$ cat src/sv/qsv_pkg.sv
// ----------------------------------------------------------------------------
// qsv_pkg
// Types, constants and fixed-point helpers of the three-qubit state vector
// simulator.
// ----------------------------------------------------------------------------
`default_nettype none

package qsv_pkg;

  localparam int QUBITS    = 3;
  localparam int NST       = 1 << QUBITS;
  localparam int IDXW      = QUBITS;
  localparam int PAIRW     = QUBITS - 1;
  localparam int QW        = 2;
  localparam int OPW       = 3;
  localparam int FRAC_BITS = 30;
  localparam int AMPW      = 64;
  localparam int PARTW     = 32;
  localparam int PW        = 31;
  localparam int ACCW      = 72;
  localparam int DVW       = 62;
  localparam int RTW       = 31;
  localparam int SQ_STEPS  = DVW / 2;
  localparam int SQCW      = $clog2(SQ_STEPS);
  localparam int DV_STEPS  = DVW;
  localparam int DVCW      = $clog2(DV_STEPS);
  localparam int STW       = 3;

  localparam logic [PW-1:0]   ONE_P   = PW'(1) << FRAC_BITS;
  localparam logic [AMPW-1:0] AMP_ONE = {PARTW'(1) << FRAC_BITS, PARTW'(0)};

  typedef enum logic [OPW-1:0] {
    OP_RESET = 3'd0,
    OP_GATE  = 3'd1,
    OP_CNOT  = 3'd2,
    OP_TOFF  = 3'd3,
    OP_MEAS  = 3'd4,
    OP_PROB  = 3'd5,
    OP_BLOCH = 3'd6,
    OP_NOP   = 3'd7
  } op_t;

  typedef enum logic [3:0] {
    S_IDLE, S_CLR, S_LOAD, S_GATE, S_FLIP, S_BLOCH, S_MSUM, S_PROB,
    S_WAIT, S_MWAIT, S_MDEC, S_SQRT, S_SCAN, S_DIV, S_FIN
  } state_t;

  typedef enum logic [2:0] {A_G00, A_G01, A_G10, A_G11, A_H0, A_H1} a_sel_t;
  typedef enum logic {B_H0, B_H1} b_sel_t;
  typedef enum logic [1:0] {D_RI, D_ZP, D_ZN} dst_t;
  typedef enum logic [2:0] {W_ACC, W_H0, W_H1, W_ZERO, W_DIV} wr_sel_t;
  typedef enum logic [1:0] {R_ZERO, R_PROB, R_BLOCH, R_MEAS} res_t;

  typedef struct packed {
    logic            req_load;
    logic            clr_all;
    logic            acc_clr;
    logic            ld_h0;
    logic            ld_h1;
    logic [IDXW-1:0] rd_idx;
    logic            wr_en;
    logic [IDXW-1:0] wr_idx;
    wr_sel_t         wr_sel;
    logic            mul_en;
    a_sel_t          a_sel;
    b_sel_t          b_sel;
    logic            conj;
    logic            dbl;
    dst_t            dst;
    logic            meas_dec;
    logic            sqrt_start;
    logic            div_start;
    logic            div_im;
    logic            div_keep;
    logic            res_load;
    res_t            res_kind;
  } cmd_t;

  typedef struct packed {
    logic out_free;
    logic outcome;
    logic sqrt_busy;
    logic div_busy;
  } stat_t;

  function automatic logic signed [ACCW-1:0] rnd(input logic signed [ACCW-1:0] a);
    logic signed [ACCW-1:0] s;
    s = a + (ACCW'(1) << (FRAC_BITS - 1));
    return s >>> FRAC_BITS;
  endfunction

  function automatic logic [PARTW-1:0] sat32(input logic signed [ACCW-1:0] v);
    logic [PARTW-1:0] r;
    if (v > $signed({{(ACCW-PARTW){1'b0}}, 32'h7fffffff})) r = 32'h7fffffff;
    else if (v < $signed({{(ACCW-PARTW){1'b1}}, 32'h80000000})) r = 32'h80000000;
    else r = v[PARTW-1:0];
    return r;
  endfunction

  function automatic logic [PW-1:0] satp(input logic signed [ACCW-1:0] v);
    logic [PW-1:0] r;
    if (v[ACCW-1]) r = '0;
    else if (v > $signed(ACCW'(ONE_P))) r = ONE_P;
    else r = v[PW-1:0];
    return r;
  endfunction

  function automatic logic [IDXW-1:0] weight(input logic [QW-1:0] q);
    return IDXW'(1) << (QUBITS - 1 - int'(q));
  endfunction

  // index of the pair member whose qubit-q bit is zero
  function automatic logic [IDXW-1:0] pidx(input logic [PAIRW-1:0] p,
                                           input logic [QW-1:0] q);
    logic [IDXW-1:0] r;
    int pos;
    pos = QUBITS - 1 - int'(q);
    for (int b = 0; b < IDXW; b++) begin
      if (b < pos) r[b] = p[b];
      else if (b == pos) r[b] = 1'b0;
      else r[b] = p[b-1];
    end
    return r;
  endfunction

endpackage

`default_nettype wire

$ cat src/sv/qsv_ctrl.sv
// ----------------------------------------------------------------------------
// qsv_ctrl
// Sequencer: walks amplitude pairs or indexes and issues datapath commands.
// ----------------------------------------------------------------------------
`default_nettype none

module qsv_ctrl (
  input  wire logic                       clk,
  input  wire logic                       rst_n,
  input  wire logic                       in_valid,
  output logic                            in_ready,
  input  wire logic [qsv_pkg::OPW-1:0]    opcode,
  input  wire logic [qsv_pkg::QW-1:0]     qubit_a,
  input  wire logic [qsv_pkg::QW-1:0]     qubit_b,
  input  wire logic [qsv_pkg::QW-1:0]     qubit_c,
  input  wire logic [qsv_pkg::IDXW-1:0]   prob_index,
  input  wire qsv_pkg::stat_t             stat,
  output qsv_pkg::cmd_t                   cmd
);
  import qsv_pkg::*;

  state_t           state_r, state_nxt;
  logic [STW-1:0]   st_r, st_nxt;
  logic [PAIRW-1:0] pr_r, pr_nxt;
  logic [IDXW-1:0]  ix_r, ix_nxt;
  op_t              op_r, op_nxt;
  logic [QW-1:0]    qa_r, qa_nxt, qb_r, qb_nxt, qc_r, qc_nxt;
  logic [IDXW-1:0]  pi_r, pi_nxt;
  logic             mph_r, mph_nxt;
  res_t             kind_r, kind_nxt;

  logic [IDXW-1:0]  w, wc1, wc2, i_lo, i_hi, addr0;
  logic             va, vb, vc, flip, keep, last_pr, last_ix;

  assign va = int'(qubit_a) < QUBITS;
  assign vb = int'(qubit_b) < QUBITS;
  assign vc = int'(qubit_c) < QUBITS;

  assign w       = weight(qa_r);
  assign wc1     = weight(qb_r);
  assign wc2     = (op_r == OP_TOFF) ? weight(qc_r) : wc1;
  assign i_lo    = pidx(pr_r, qa_r);
  assign i_hi    = i_lo | w;
  assign flip    = (|(i_lo & wc1)) && (|(i_lo & wc2));
  assign keep    = (|(ix_r & w)) == stat.outcome;
  assign last_pr = pr_r == {PAIRW{1'b1}};
  assign last_ix = ix_r == {IDXW{1'b1}};
  assign in_ready = state_r == S_IDLE;

  always_comb begin
    if (op_r == OP_PROB) addr0 = pi_r;
    else if (op_r == OP_MEAS) addr0 = mph_r ? ix_r : i_hi;
    else addr0 = i_lo;
  end

  always_ff @(posedge clk) begin
    if (!rst_n) begin
      state_r <= S_IDLE;
      st_r    <= '0;
      pr_r    <= '0;
      ix_r    <= '0;
      op_r    <= OP_NOP;
      qa_r    <= '0;
      qb_r    <= '0;
      qc_r    <= '0;
      pi_r    <= '0;
      mph_r   <= 1'b0;
      kind_r  <= R_ZERO;
    end else begin
      state_r <= state_nxt;
      st_r    <= st_nxt;
      pr_r    <= pr_nxt;
      ix_r    <= ix_nxt;
      op_r    <= op_nxt;
      qa_r    <= qa_nxt;
      qb_r    <= qb_nxt;
      qc_r    <= qc_nxt;
      pi_r    <= pi_nxt;
      mph_r   <= mph_nxt;
      kind_r  <= kind_nxt;
    end
  end

  always_comb begin
    state_nxt = state_r;
    st_nxt    = st_r;
    pr_nxt    = pr_r;
    ix_nxt    = ix_r;
    op_nxt    = op_r;
    qa_nxt    = qa_r;
    qb_nxt    = qb_r;
    qc_nxt    = qc_r;
    pi_nxt    = pi_r;
    mph_nxt   = mph_r;
    kind_nxt  = kind_r;
    unique case (state_r)
      S_IDLE: begin
        if (in_valid) begin
          op_nxt   = op_t'(opcode);
          qa_nxt   = qubit_a;
          qb_nxt   = qubit_b;
          qc_nxt   = qubit_c;
          pi_nxt   = prob_index;
          st_nxt   = '0;
          pr_nxt   = '0;
          mph_nxt  = 1'b0;
          kind_nxt = R_ZERO;
          state_nxt = S_FIN;
          unique case (op_t'(opcode))
            OP_RESET: state_nxt = S_CLR;
            OP_GATE:  if (va) state_nxt = S_LOAD;
            OP_CNOT:  if (va && vb && qubit_a != qubit_b) state_nxt = S_LOAD;
            OP_TOFF: begin
              if (va && vb && vc && qubit_a != qubit_b && qubit_a != qubit_c)
                state_nxt = S_LOAD;
            end
            OP_MEAS: begin
              if (va) begin
                state_nxt = S_LOAD;
                kind_nxt  = R_MEAS;
              end
            end
            OP_PROB: begin
              state_nxt = S_LOAD;
              kind_nxt  = R_PROB;
            end
            OP_BLOCH: begin
              if (va) begin
                state_nxt = S_LOAD;
                kind_nxt  = R_BLOCH;
              end
            end
            OP_NOP: state_nxt = S_FIN;
          endcase
        end
      end
      S_CLR: state_nxt = S_FIN;
      S_LOAD: begin
        if (st_r == '0) begin
          st_nxt = STW'(1);
        end else begin
          st_nxt = '0;
          unique case (op_r)
            OP_GATE:          state_nxt = S_GATE;
            OP_CNOT, OP_TOFF: state_nxt = S_FLIP;
            OP_BLOCH:         state_nxt = S_BLOCH;
            OP_MEAS:          state_nxt = mph_r ? S_DIV : S_MSUM;
            OP_PROB:          state_nxt = S_PROB;
            default:          state_nxt = S_FIN;
          endcase
        end
      end
      S_GATE: begin
        if (st_r == STW'(7)) begin
          st_nxt = '0;
          if (last_pr) state_nxt = S_FIN;
          else begin
            pr_nxt    = pr_r + 1'b1;
            state_nxt = S_LOAD;
          end
        end else begin
          st_nxt = st_r + 1'b1;
        end
      end
      S_FLIP: begin
        if (st_r == STW'(1)) begin
          st_nxt = '0;
          if (last_pr) state_nxt = S_FIN;
          else begin
            pr_nxt    = pr_r + 1'b1;
            state_nxt = S_LOAD;
          end
        end else begin
          st_nxt = st_r + 1'b1;
        end
      end
      S_BLOCH: begin
        if (st_r == STW'(2)) begin
          st_nxt = '0;
          if (last_pr) state_nxt = S_WAIT;
          else begin
            pr_nxt    = pr_r + 1'b1;
            state_nxt = S_LOAD;
          end
        end else begin
          st_nxt = st_r + 1'b1;
        end
      end
      S_MSUM: begin
        if (last_pr) state_nxt = S_MWAIT;
        else begin
          pr_nxt    = pr_r + 1'b1;
          state_nxt = S_LOAD;
        end
      end
      S_PROB:  state_nxt = S_WAIT;
      S_WAIT:  state_nxt = S_FIN;
      S_MWAIT: state_nxt = S_MDEC;
      S_MDEC: begin
        st_nxt    = '0;
        state_nxt = S_SQRT;
      end
      S_SQRT: begin
        if (st_r == '0) st_nxt = STW'(1);
        else if (!stat.sqrt_busy) begin
          st_nxt    = '0;
          ix_nxt    = '0;
          state_nxt = S_SCAN;
        end
      end
      S_SCAN: begin
        if (keep) begin
          mph_nxt   = 1'b1;
          st_nxt    = '0;
          state_nxt = S_LOAD;
        end else if (last_ix) begin
          state_nxt = S_FIN;
        end else begin
          ix_nxt = ix_r + 1'b1;
        end
      end
      S_DIV: begin
        priority case (st_r)
          STW'(0): st_nxt = STW'(1);
          STW'(1): if (!stat.div_busy) st_nxt = STW'(2);
          STW'(2): st_nxt = STW'(3);
          default: begin
            if (!stat.div_busy) begin
              st_nxt = '0;
              if (last_ix) state_nxt = S_FIN;
              else begin
                ix_nxt    = ix_r + 1'b1;
                state_nxt = S_SCAN;
              end
            end
          end
        endcase
      end
      S_FIN: if (stat.out_free) state_nxt = S_IDLE;
      default: state_nxt = S_IDLE;
    endcase
  end

  always_comb begin
    cmd = '0;
    cmd.a_sel    = A_H0;
    cmd.b_sel    = B_H0;
    cmd.dst      = D_RI;
    cmd.wr_sel   = W_ZERO;
    cmd.res_kind = kind_r;
    unique case (state_r)
      S_IDLE: begin
        cmd.req_load = in_valid;
        cmd.acc_clr  = in_valid;
      end
      S_CLR: cmd.clr_all = 1'b1;
      S_LOAD: begin
        cmd.rd_idx = (st_r == '0) ? addr0 : i_hi;
        cmd.ld_h0  = st_r == '0;
        cmd.ld_h1  = st_r != '0;
      end
      S_GATE: begin
        priority case (st_r)
          STW'(0): begin
            cmd.mul_en = 1'b1;
            cmd.a_sel  = A_G00;
          end
          STW'(1): begin
            cmd.mul_en = 1'b1;
            cmd.a_sel  = A_G01;
            cmd.b_sel  = B_H1;
          end
          STW'(3): begin
            cmd.wr_en   = 1'b1;
            cmd.wr_idx  = i_lo;
            cmd.wr_sel  = W_ACC;
            cmd.acc_clr = 1'b1;
          end
          STW'(4): begin
            cmd.mul_en = 1'b1;
            cmd.a_sel  = A_G10;
          end
          STW'(5): begin
            cmd.mul_en = 1'b1;
            cmd.a_sel  = A_G11;
            cmd.b_sel  = B_H1;
          end
          STW'(7): begin
            cmd.wr_en   = 1'b1;
            cmd.wr_idx  = i_hi;
            cmd.wr_sel  = W_ACC;
            cmd.acc_clr = 1'b1;
          end
          default: cmd.mul_en = 1'b0;
        endcase
      end
      S_FLIP: begin
        cmd.wr_en = 1'b1;
        if (st_r == '0) begin
          cmd.wr_idx = i_lo;
          cmd.wr_sel = flip ? W_H1 : W_H0;
        end else begin
          cmd.wr_idx = i_hi;
          cmd.wr_sel = flip ? W_H0 : W_H1;
        end
      end
      S_BLOCH: begin
        cmd.mul_en = 1'b1;
        cmd.conj   = 1'b1;
        priority case (st_r)
          STW'(0): begin
            cmd.b_sel = B_H1;
            cmd.dbl   = 1'b1;
          end
          STW'(1): cmd.dst = D_ZP;
          default: begin
            cmd.a_sel = A_H1;
            cmd.b_sel = B_H1;
            cmd.dst   = D_ZN;
          end
        endcase
      end
      S_MSUM, S_PROB: begin
        cmd.mul_en = 1'b1;
        cmd.conj   = 1'b1;
        cmd.dst    = D_ZP;
      end
      S_MDEC: cmd.meas_dec = 1'b1;
      S_SQRT: cmd.sqrt_start = st_r == '0;
      S_SCAN: begin
        cmd.wr_en  = !keep;
        cmd.wr_idx = ix_r;
      end
      S_DIV: begin
        cmd.wr_idx = ix_r;
        cmd.wr_sel = W_DIV;
        priority case (st_r)
          STW'(0): cmd.div_start = 1'b1;
          STW'(1): cmd.div_keep = !stat.div_busy;
          STW'(2): begin
            cmd.div_start = 1'b1;
            cmd.div_im    = 1'b1;
          end
          default: begin
            cmd.div_im = 1'b1;
            cmd.wr_en  = !stat.div_busy;
          end
        endcase
      end
      S_FIN: cmd.res_load = stat.out_free;
      default: cmd.res_load = 1'b0;
    endcase
  end

endmodule

`default_nettype wire

$ cat config.mk
export PLATFORM = sky130hd
export DESIGN_NAME = qsv_ctrl
export DESIGN_NICKNAME = d
export VERILOG_FILES = /design/src/sv/qsv_pkg.sv /design/src/sv/qsv_ctrl.sv
export SDC_FILE = /design/constraint.sdc
export NUM_CORES = 1
export LEC_CHECK = 0
export BUFFER_PORTS_ARGS = -buffer_cell sky130_fd_sc_hd__buf_2
export CAP_MARGIN = 20
export CORE_MARGIN = 10
export CORE_UTILIZATION = 55
export DETAILED_ROUTE_END_ITERATION = 10
export PLACE_DENSITY = 0.88
export SLEW_MARGIN = 20
export SYNTH_ARGS = -nofsm -noshare
export SYNTH_HDL_FRONTEND = slang
export SYNTH_SLANG_ARGS = --single-unit
$ cat constraint.sdc
create_clock -name clk -period 4.1 [get_ports clk]
set_input_delay 0.82 -clock clk [delete_from_list [all_inputs] [get_ports clk]]
set_output_delay 0.82 -clock clk [all_outputs]
set_load 0.01 [all_outputs]
==> summary.txt, run 1 <==
Crit path max-delay family = compound AO/OA/AOI/OAI gates
Final setup margin = 0.477 ns
Clk pin slew, worst setup/hold paths = 0.10 ns
Setup TNS = 0 ns
Routed WL = 7550 um
Setup violations, final = 0
PortBufs = 51
Least-Margin Pin Slew = 0.895 ns
Critical path class = reg -> out
Iteration-0 DRC count of the detailed router = 315
Hold Crit Endpoint = kind_r[1]$_SDFFE_PN0P_
Netlist Area Pre-Place = 2540 um2
Area of the multi-input gates = 1830 um2
Detail Route Antenna Nets = 0
Core area = 4410 um2
RSZ-0062 raised after global routing = false
Worst R2R Start = state_r[2]$_SDFFE_PN0P_
Syn Nets = 401
Vias per cell = 6.36
Avg WL per Cell = 16.4 um
Synth Flop Type = dfxtp_1
Synth Register Bits = 27
Vias in the first global route = 2,715
Commonest non-fill, non-tap cells in the layout = 63 x nand2_1, 51 x buf_2, 37 x a21oi_1, 31 x nor2_1, 27 x dfxtp_1
Die Y = 87.9 um
Hpwl dp = 5680 um
Worst slew margin = 40.2%
Cell Pwr Density = 510 nW/um2
Min cycle time layout = 3.62 ns
Max FO, Critical Path = 29
Detailed-router iteration count before antenna repair = 5
Chip width = 87.9 um
Largest net degree at the start of global routing = 30
Worst Clk Skew = 0.00340 ns
CP startpoint kind = flip-flop
WP data required = 3.28 ns
Ys Warns = 0
Register area = 541 um2
ANT cells = 0
Critical Path Source = state_r[2]$_SDFFE_PN0P_
# rows = 24
IO Pins = 52
TritonCTS clock tree = built
Sequential share of the synthesized area = 21.3%
Final worst path period share = 88.4%
Critical Path Max Stage Delay = 0.71 ns
Clk buf depth = 2
Hold buffer count at cts = 0
GR Overflow Total = 0
Post-CTS sizing = 0
Cells along the critical path = nor4bb_1 -> o21ai_0 -> o311ai_0 -> buf_2
Layout cells sized above 1 = 16.5%
Initial antenna violation count = 0
Max Cap Viol = 0
CTS root buf = clkbuf_8
Worst reg2reg path endpoint = pr_r[1]$_SDFFE_PN0P_
Vias post-DR = 2,919
Total GRT Usage = 19.3%
Final Power = 1.44 mW
CTS H-Tree Depth = 1
Post-synth EDFFs = 0
Synth Instances = 373
Most common cell after layout, fill and taps aside = nand2_1
Share of flip-flops with an asynchronous set or reset = 0%
FILL cells = 427
Status = complete, no violations
Hold Crit Class = reg -> reg
Placer Congestion = 0.964
DRC Markers = 0
Buf/Inv on CP = 1
Placed Area = 2780 um2
Final hold vios = 0
CP endpoint kind = primary output
CTS Sinks = 27
Num CTS Buffers = 3
Final nets = 436
Hold_ws = 0.455 ns
Slew Viols, Final = 0
Max stage delay cell, worst path = nor4bb_1
Hold depth = 2
Pre-CTS setup slack = 0.976 ns
Worst R2R Path Depth = 6
Effective utilization at floorplan = 57.5%
Post-route cell area = 2830 um2
Leak Pwr = 1.20 nW
FMAX = 276 MHz
CP Data Arrival Time = 2.80 ns
Hold_sp = kind_r[1]$_SDFFE_PN0P_
R2r setup slk = 1.29 ns
Number of setup buffers added after CTS = 0
First-pass GRT wire length = 12,600 um
Peak supply drop = 0.252 mV
Clk_lat worst skew = 0.28 ns
Syn_area_per_cell = 6.80 um2
Die Footprint = 7730 um2
Area growth syn-to-layout = 11.4%
Netlist cell types = 61
[metrics by stage]
step | std cells | utilization, %
final | 459 | 64.0
after global routing | 459 | 64.0
after detailed placement | 455 | 63.0
after floorplan | 373 | -
after global placement | 455 | 63.0
after CTS | 459 | 64.0
[cells by family (layout without fill, tap and decap cells)]
group / after synthesis / count (layout) / share of synthesized area, %
buf+inv: 40 / 74 / 6.61
simple gates: 176 / 176 / 35.4
flops: 27 / 27 / 21.3
fa+ha+maj: 9 / 9 / 4.44
xor+xnor: 3 / 3 / 1.04
mux: 12 / 12 / 4.79
compound gates: 106 / 106 / 26.4
[Yosys cell counts (3+ instances only)]
cell | number | area (um2)
clkbuf_1 | 16 | 60.1
or4_1 | 4 | 30.0
nand2b_1 | 9 | 56.3
o31ai_1 | 3 | 22.5
a21oi_1 | 37 | 185
nor3b_1 | 6 | 45.0
and3_1 | 3 | 18.8
o211ai_1 | 3 | 22.5
o21a_1 | 4 | 30.0
a22o_1 | 3 | 26.3
ha_1 | 9 | 113
a211oi_1 | 3 | 22.5
nor2b_1 | 15 | 93.8
nand3b_1 | 4 | 30.0
nand2_1 | 63 | 236
buf_1 | 3 | 11.3
dfxtp_1 | 27 | 541
inv_1 | 13 | 48.8
o21ai_0 | 21 | 105
nand3_1 | 8 | 40.0
mux2i_1 | 11 | 110
or3_1 | 3 | 18.8
buf_2 | 5 | 25.0
nor2_1 | 31 | 116
or2_2 | 3 | 18.8
o22ai_1 | 4 | 25.0
nor3_1 | 12 | 60.1
a31oi_1 | 8 | 50.1
o311ai_0 | 3 | 26.3
[sequential cells by signal (all words and copies together) (netlist names)]
name     flops
qa_r         2
qc_r         2
st_r         3
mph_r        1
state_r      4
op_r         3
pi_r         3
ix_r         3
qb_r         2
pr_r         2
kind_r       2
[layer usage]
metal,vias up,part of all wire [%],track usage (%)
met4,0,2.8,7.68
met1,1293,43,25.8
met2,181,42,29.3
li1,1416,-,-
met5,-,0,0
met3,29,12,4.27
[final cells by class]
| type | count | area share (%) |
|---|---|---|
| tap | 52 | 2.30 |
| sequential | 27 | 19.1 |
| clock inverter | 1 | 0.177 |
| multi-input combinational | 306 | 64.7 |
| clock buffer | 3 | 1.46 |
| inverter | 14 | 1.86 |
| timing repair buffer | 56 | 10.4 |
[worst register-to-register path: cells and delay by family, from the launching register on]
family	cells	cell delay, ns
DFF	1	0.92
AOI/OAI and AO/OA	3	0.99
and+or+nand+nor	3	0.84
[worst max path at each step]
stage | cells after the start | to
after floorplan | 4 | cmd[21]
after global placement | 4 | cmd[21]
after detailed placement | 4 | cmd[21]
after CTS | 4 | cmd[21]
after global routing | 4 | cmd[21]
final | 4 | cmd[21]
[power breakdown]
group / internal (mW) / leakage [nW] / switching [mW] / total (mW)
Sequential: 0.314 / 0.220 / 0.112 / 0.426
Combinational: 0.341 / 0.953 / 0.513 / 0.855
Clock: 0.0685 / 0.0255 / 0.0910 / 0.160
Total: 0.724 / 1.20 / 0.717 / 1.44
Power figures use the tool's default switching activity.
==> run 2: changes to the inputs <==
--- a/config.mk
+++ b/config.mk
@@ -11,6 +11,7 @@
 export CORE_UTILIZATION = 55
 export DETAILED_ROUTE_END_ITERATION = 10
 export PLACE_DENSITY = 0.88
+export RECOVER_POWER = 100
 export SLEW_MARGIN = 20
 export SYNTH_ARGS = -nofsm -noshare
 export SYNTH_HDL_FRONTEND = slang
==> run 2 against run 1 <==
Register-to-register slack lost 0.10 ns. Fmax hardly changed. Sequential share of layout area rose by 0.34 points. Setup slack lost 0.0014 ns. Count of clock-buffer cells in the layout stayed put. Critical path depth unchanged. Highest routed layer unchanged.
==> summary.txt, run 2 (same netlist as run 1, synthesis figures left out) <==
Effective utilization at floorplan = 57.5%
Register area = 541 um2
Max reg flops = 4
ANT cells = 0
Cells along the critical path = nor4bb_1 -> o21ai_0 -> o311ai_0 -> clkbuf_1
Die Y = 87.9 um
Most common cell after layout, fill and taps aside = nand2_1
Hold buffer count at cts = 0
Clk buf depth = 2
GR Overflow Total = 0
Worst Clk Skew = 0.00551 ns
Final Power = 1.42 mW
Largest net degree at the start of global routing = 30
FILL cells = 444
Critical Path Max Stage Delay = 0.70 ns
Final hold vios = 0
Chip width = 87.9 um
Core area = 4410 um2
Top reg by flops = state_r
Post-route cell area = 2780 um2
Peak supply drop = 0.248 mV
Worst R2R Start = state_r[2]$_SDFFE_PN0P_
Crit path max-delay family = compound AO/OA/AOI/OAI gates
First-pass GRT wire length = 12,600 um
Hold_sp = kind_r[1]$_SDFFE_PN0P_
CP Data Arrival Time = 2.80 ns
Avg WL per Cell = 16.7 um
Num CTS Buffers = 3
Max stage delay cell, worst path = nor4bb_1
Status = complete, no violations
IO Pins = 52
Leak Pwr = 1.06 nW
CTS Sinks = 27
Placer Congestion = 0.964
PortBufs = 51
Buf/Inv on CP = 1
CP endpoint kind = primary output
Detail Route Antenna Nets = 0
Layout cells sized above 1 = 8.11%
CTS H-Tree Depth = 1
RSZ-0062 raised after global routing = false
R2r setup slk = 1.19 ns
WP data required = 3.28 ns
Commonest non-fill, non-tap cells in the layout = 63 x nand2_1, 37 x a21oi_1, 33 x clkbuf_1, 31 x nor2_1, 27 x dfxtp_1
Number of setup buffers added after CTS = 0
Area growth syn-to-layout = 9.47%
Max Cap Viol = 0
Worst reg2reg path endpoint = kind_r[0]$_SDFFE_PN0P_
Cell Pwr Density = 512 nW/um2
CTS root buf = clkbuf_8
Worst slew margin = 40.4%
Slew Viols, Final = 0
Initial antenna violation count = 0
Hold_ws = 0.457 ns
Post-CTS sizing = 0
Vias post-DR = 2,924
Area of the multi-input gates = 1820 um2
DRC Markers = 0
Hold Crit Endpoint = kind_r[1]$_SDFFE_PN0P_
Detailed-router iteration count before antenna repair = 5
Vias in the first global route = 2,715
Final worst path period share = 88.4%
Max FO, Critical Path = 29
Final nets = 436
Hpwl dp = 5680 um
Clk_lat worst skew = 0.28 ns
Hold Crit Class = reg -> reg
TritonCTS clock tree = built
Total GRT Usage = 19.3%
CP startpoint kind = flip-flop
Least-Margin Pin Slew = 0.893 ns
Iteration-0 DRC count of the detailed router = 251
Post-layout util = 62.9%
Vias per cell = 6.37
Critical path class = reg -> out
Min cycle time layout = 3.62 ns
Hold depth = 2
Placed Area = 2780 um2
# rows = 24
Setup TNS = 0 ns
Die Footprint = 7730 um2
Routed WL = 7690 um
Setup violations, final = 0
Worst R2R Path Depth = 8
Clk pin slew, worst setup/hold paths = 0.10 ns
FMAX = 276 MHz
[run 2: worst max path at each step]
stage / from / endpoint / slack [ns] / depth (start not counted)
finish: state_r[2]$_SDFFE_PN0P_ / cmd[21] / 0.48 / 4
floorplan: state_r[2]$_SDFFE_PN0P_ / cmd[21] / 1.54 / 4
CTS: state_r[2]$_SDFFE_PN0P_ / cmd[21] / 0.61 / 4
global placement: state_r[2]$_SDFFE_PN0P_ / cmd[21] / 1.15 / 4
detailed placement: state_r[2]$_SDFFE_PN0P_ / cmd[21] / 0.98 / 4
global route: state_r[2]$_SDFFE_PN0P_ / cmd[21] / 0.32 / 4
[run 2: worst min-delay path: cells and delay by family, from the launching register on]
kind	cells	cell delay [ns]
compound gates	1	0.05
simple gates	1	0.05
flops	1	0.32
[run 2: routing by layer]
| layer | wire, um | vias up | GRT usage (%) | part of all wire (%) |
|---|---|---|---|---|
| met5 | 0 | - | 0 | 0 |
| met4 | 165 | 0 | 7.68 | 2.1 |
| met3 | 956 | 16 | 4.27 | 12 |
| met2 | 3250 | 193 | 29.3 | 42 |
| met1 | 3320 | 1308 | 25.8 | 43 |
| li1 | - | 1407 | - | - |
[run 2: final cells by class]
| type | count | share of cell area [%] |
|---|---|---|
| Inverter | 14 | 1.89 |
| Sequential cell | 27 | 19.5 |
| Clock inverter | 1 | 0.180 |
| Clock buffer | 3 | 1.49 |
| Tap cell | 52 | 2.34 |
| Timing Repair Buffer | 56 | 8.97 |
| Multi-Input combinational cell | 306 | 65.7 |
[run 2: where the power goes]
group / switching, mW / internal [mW]
sequential: 0.112 / 0.314
clock: 0.0897 / 0.0684
combinational: 0.517 / 0.322
[run 2: through the flow]
stage	instances	setup WS (ns)
finish	459	0.475
detailed placement	455	0.976
CTS	459	0.610
global route	459	0.316
floorplan	373	1.54
global placement	455	1.15
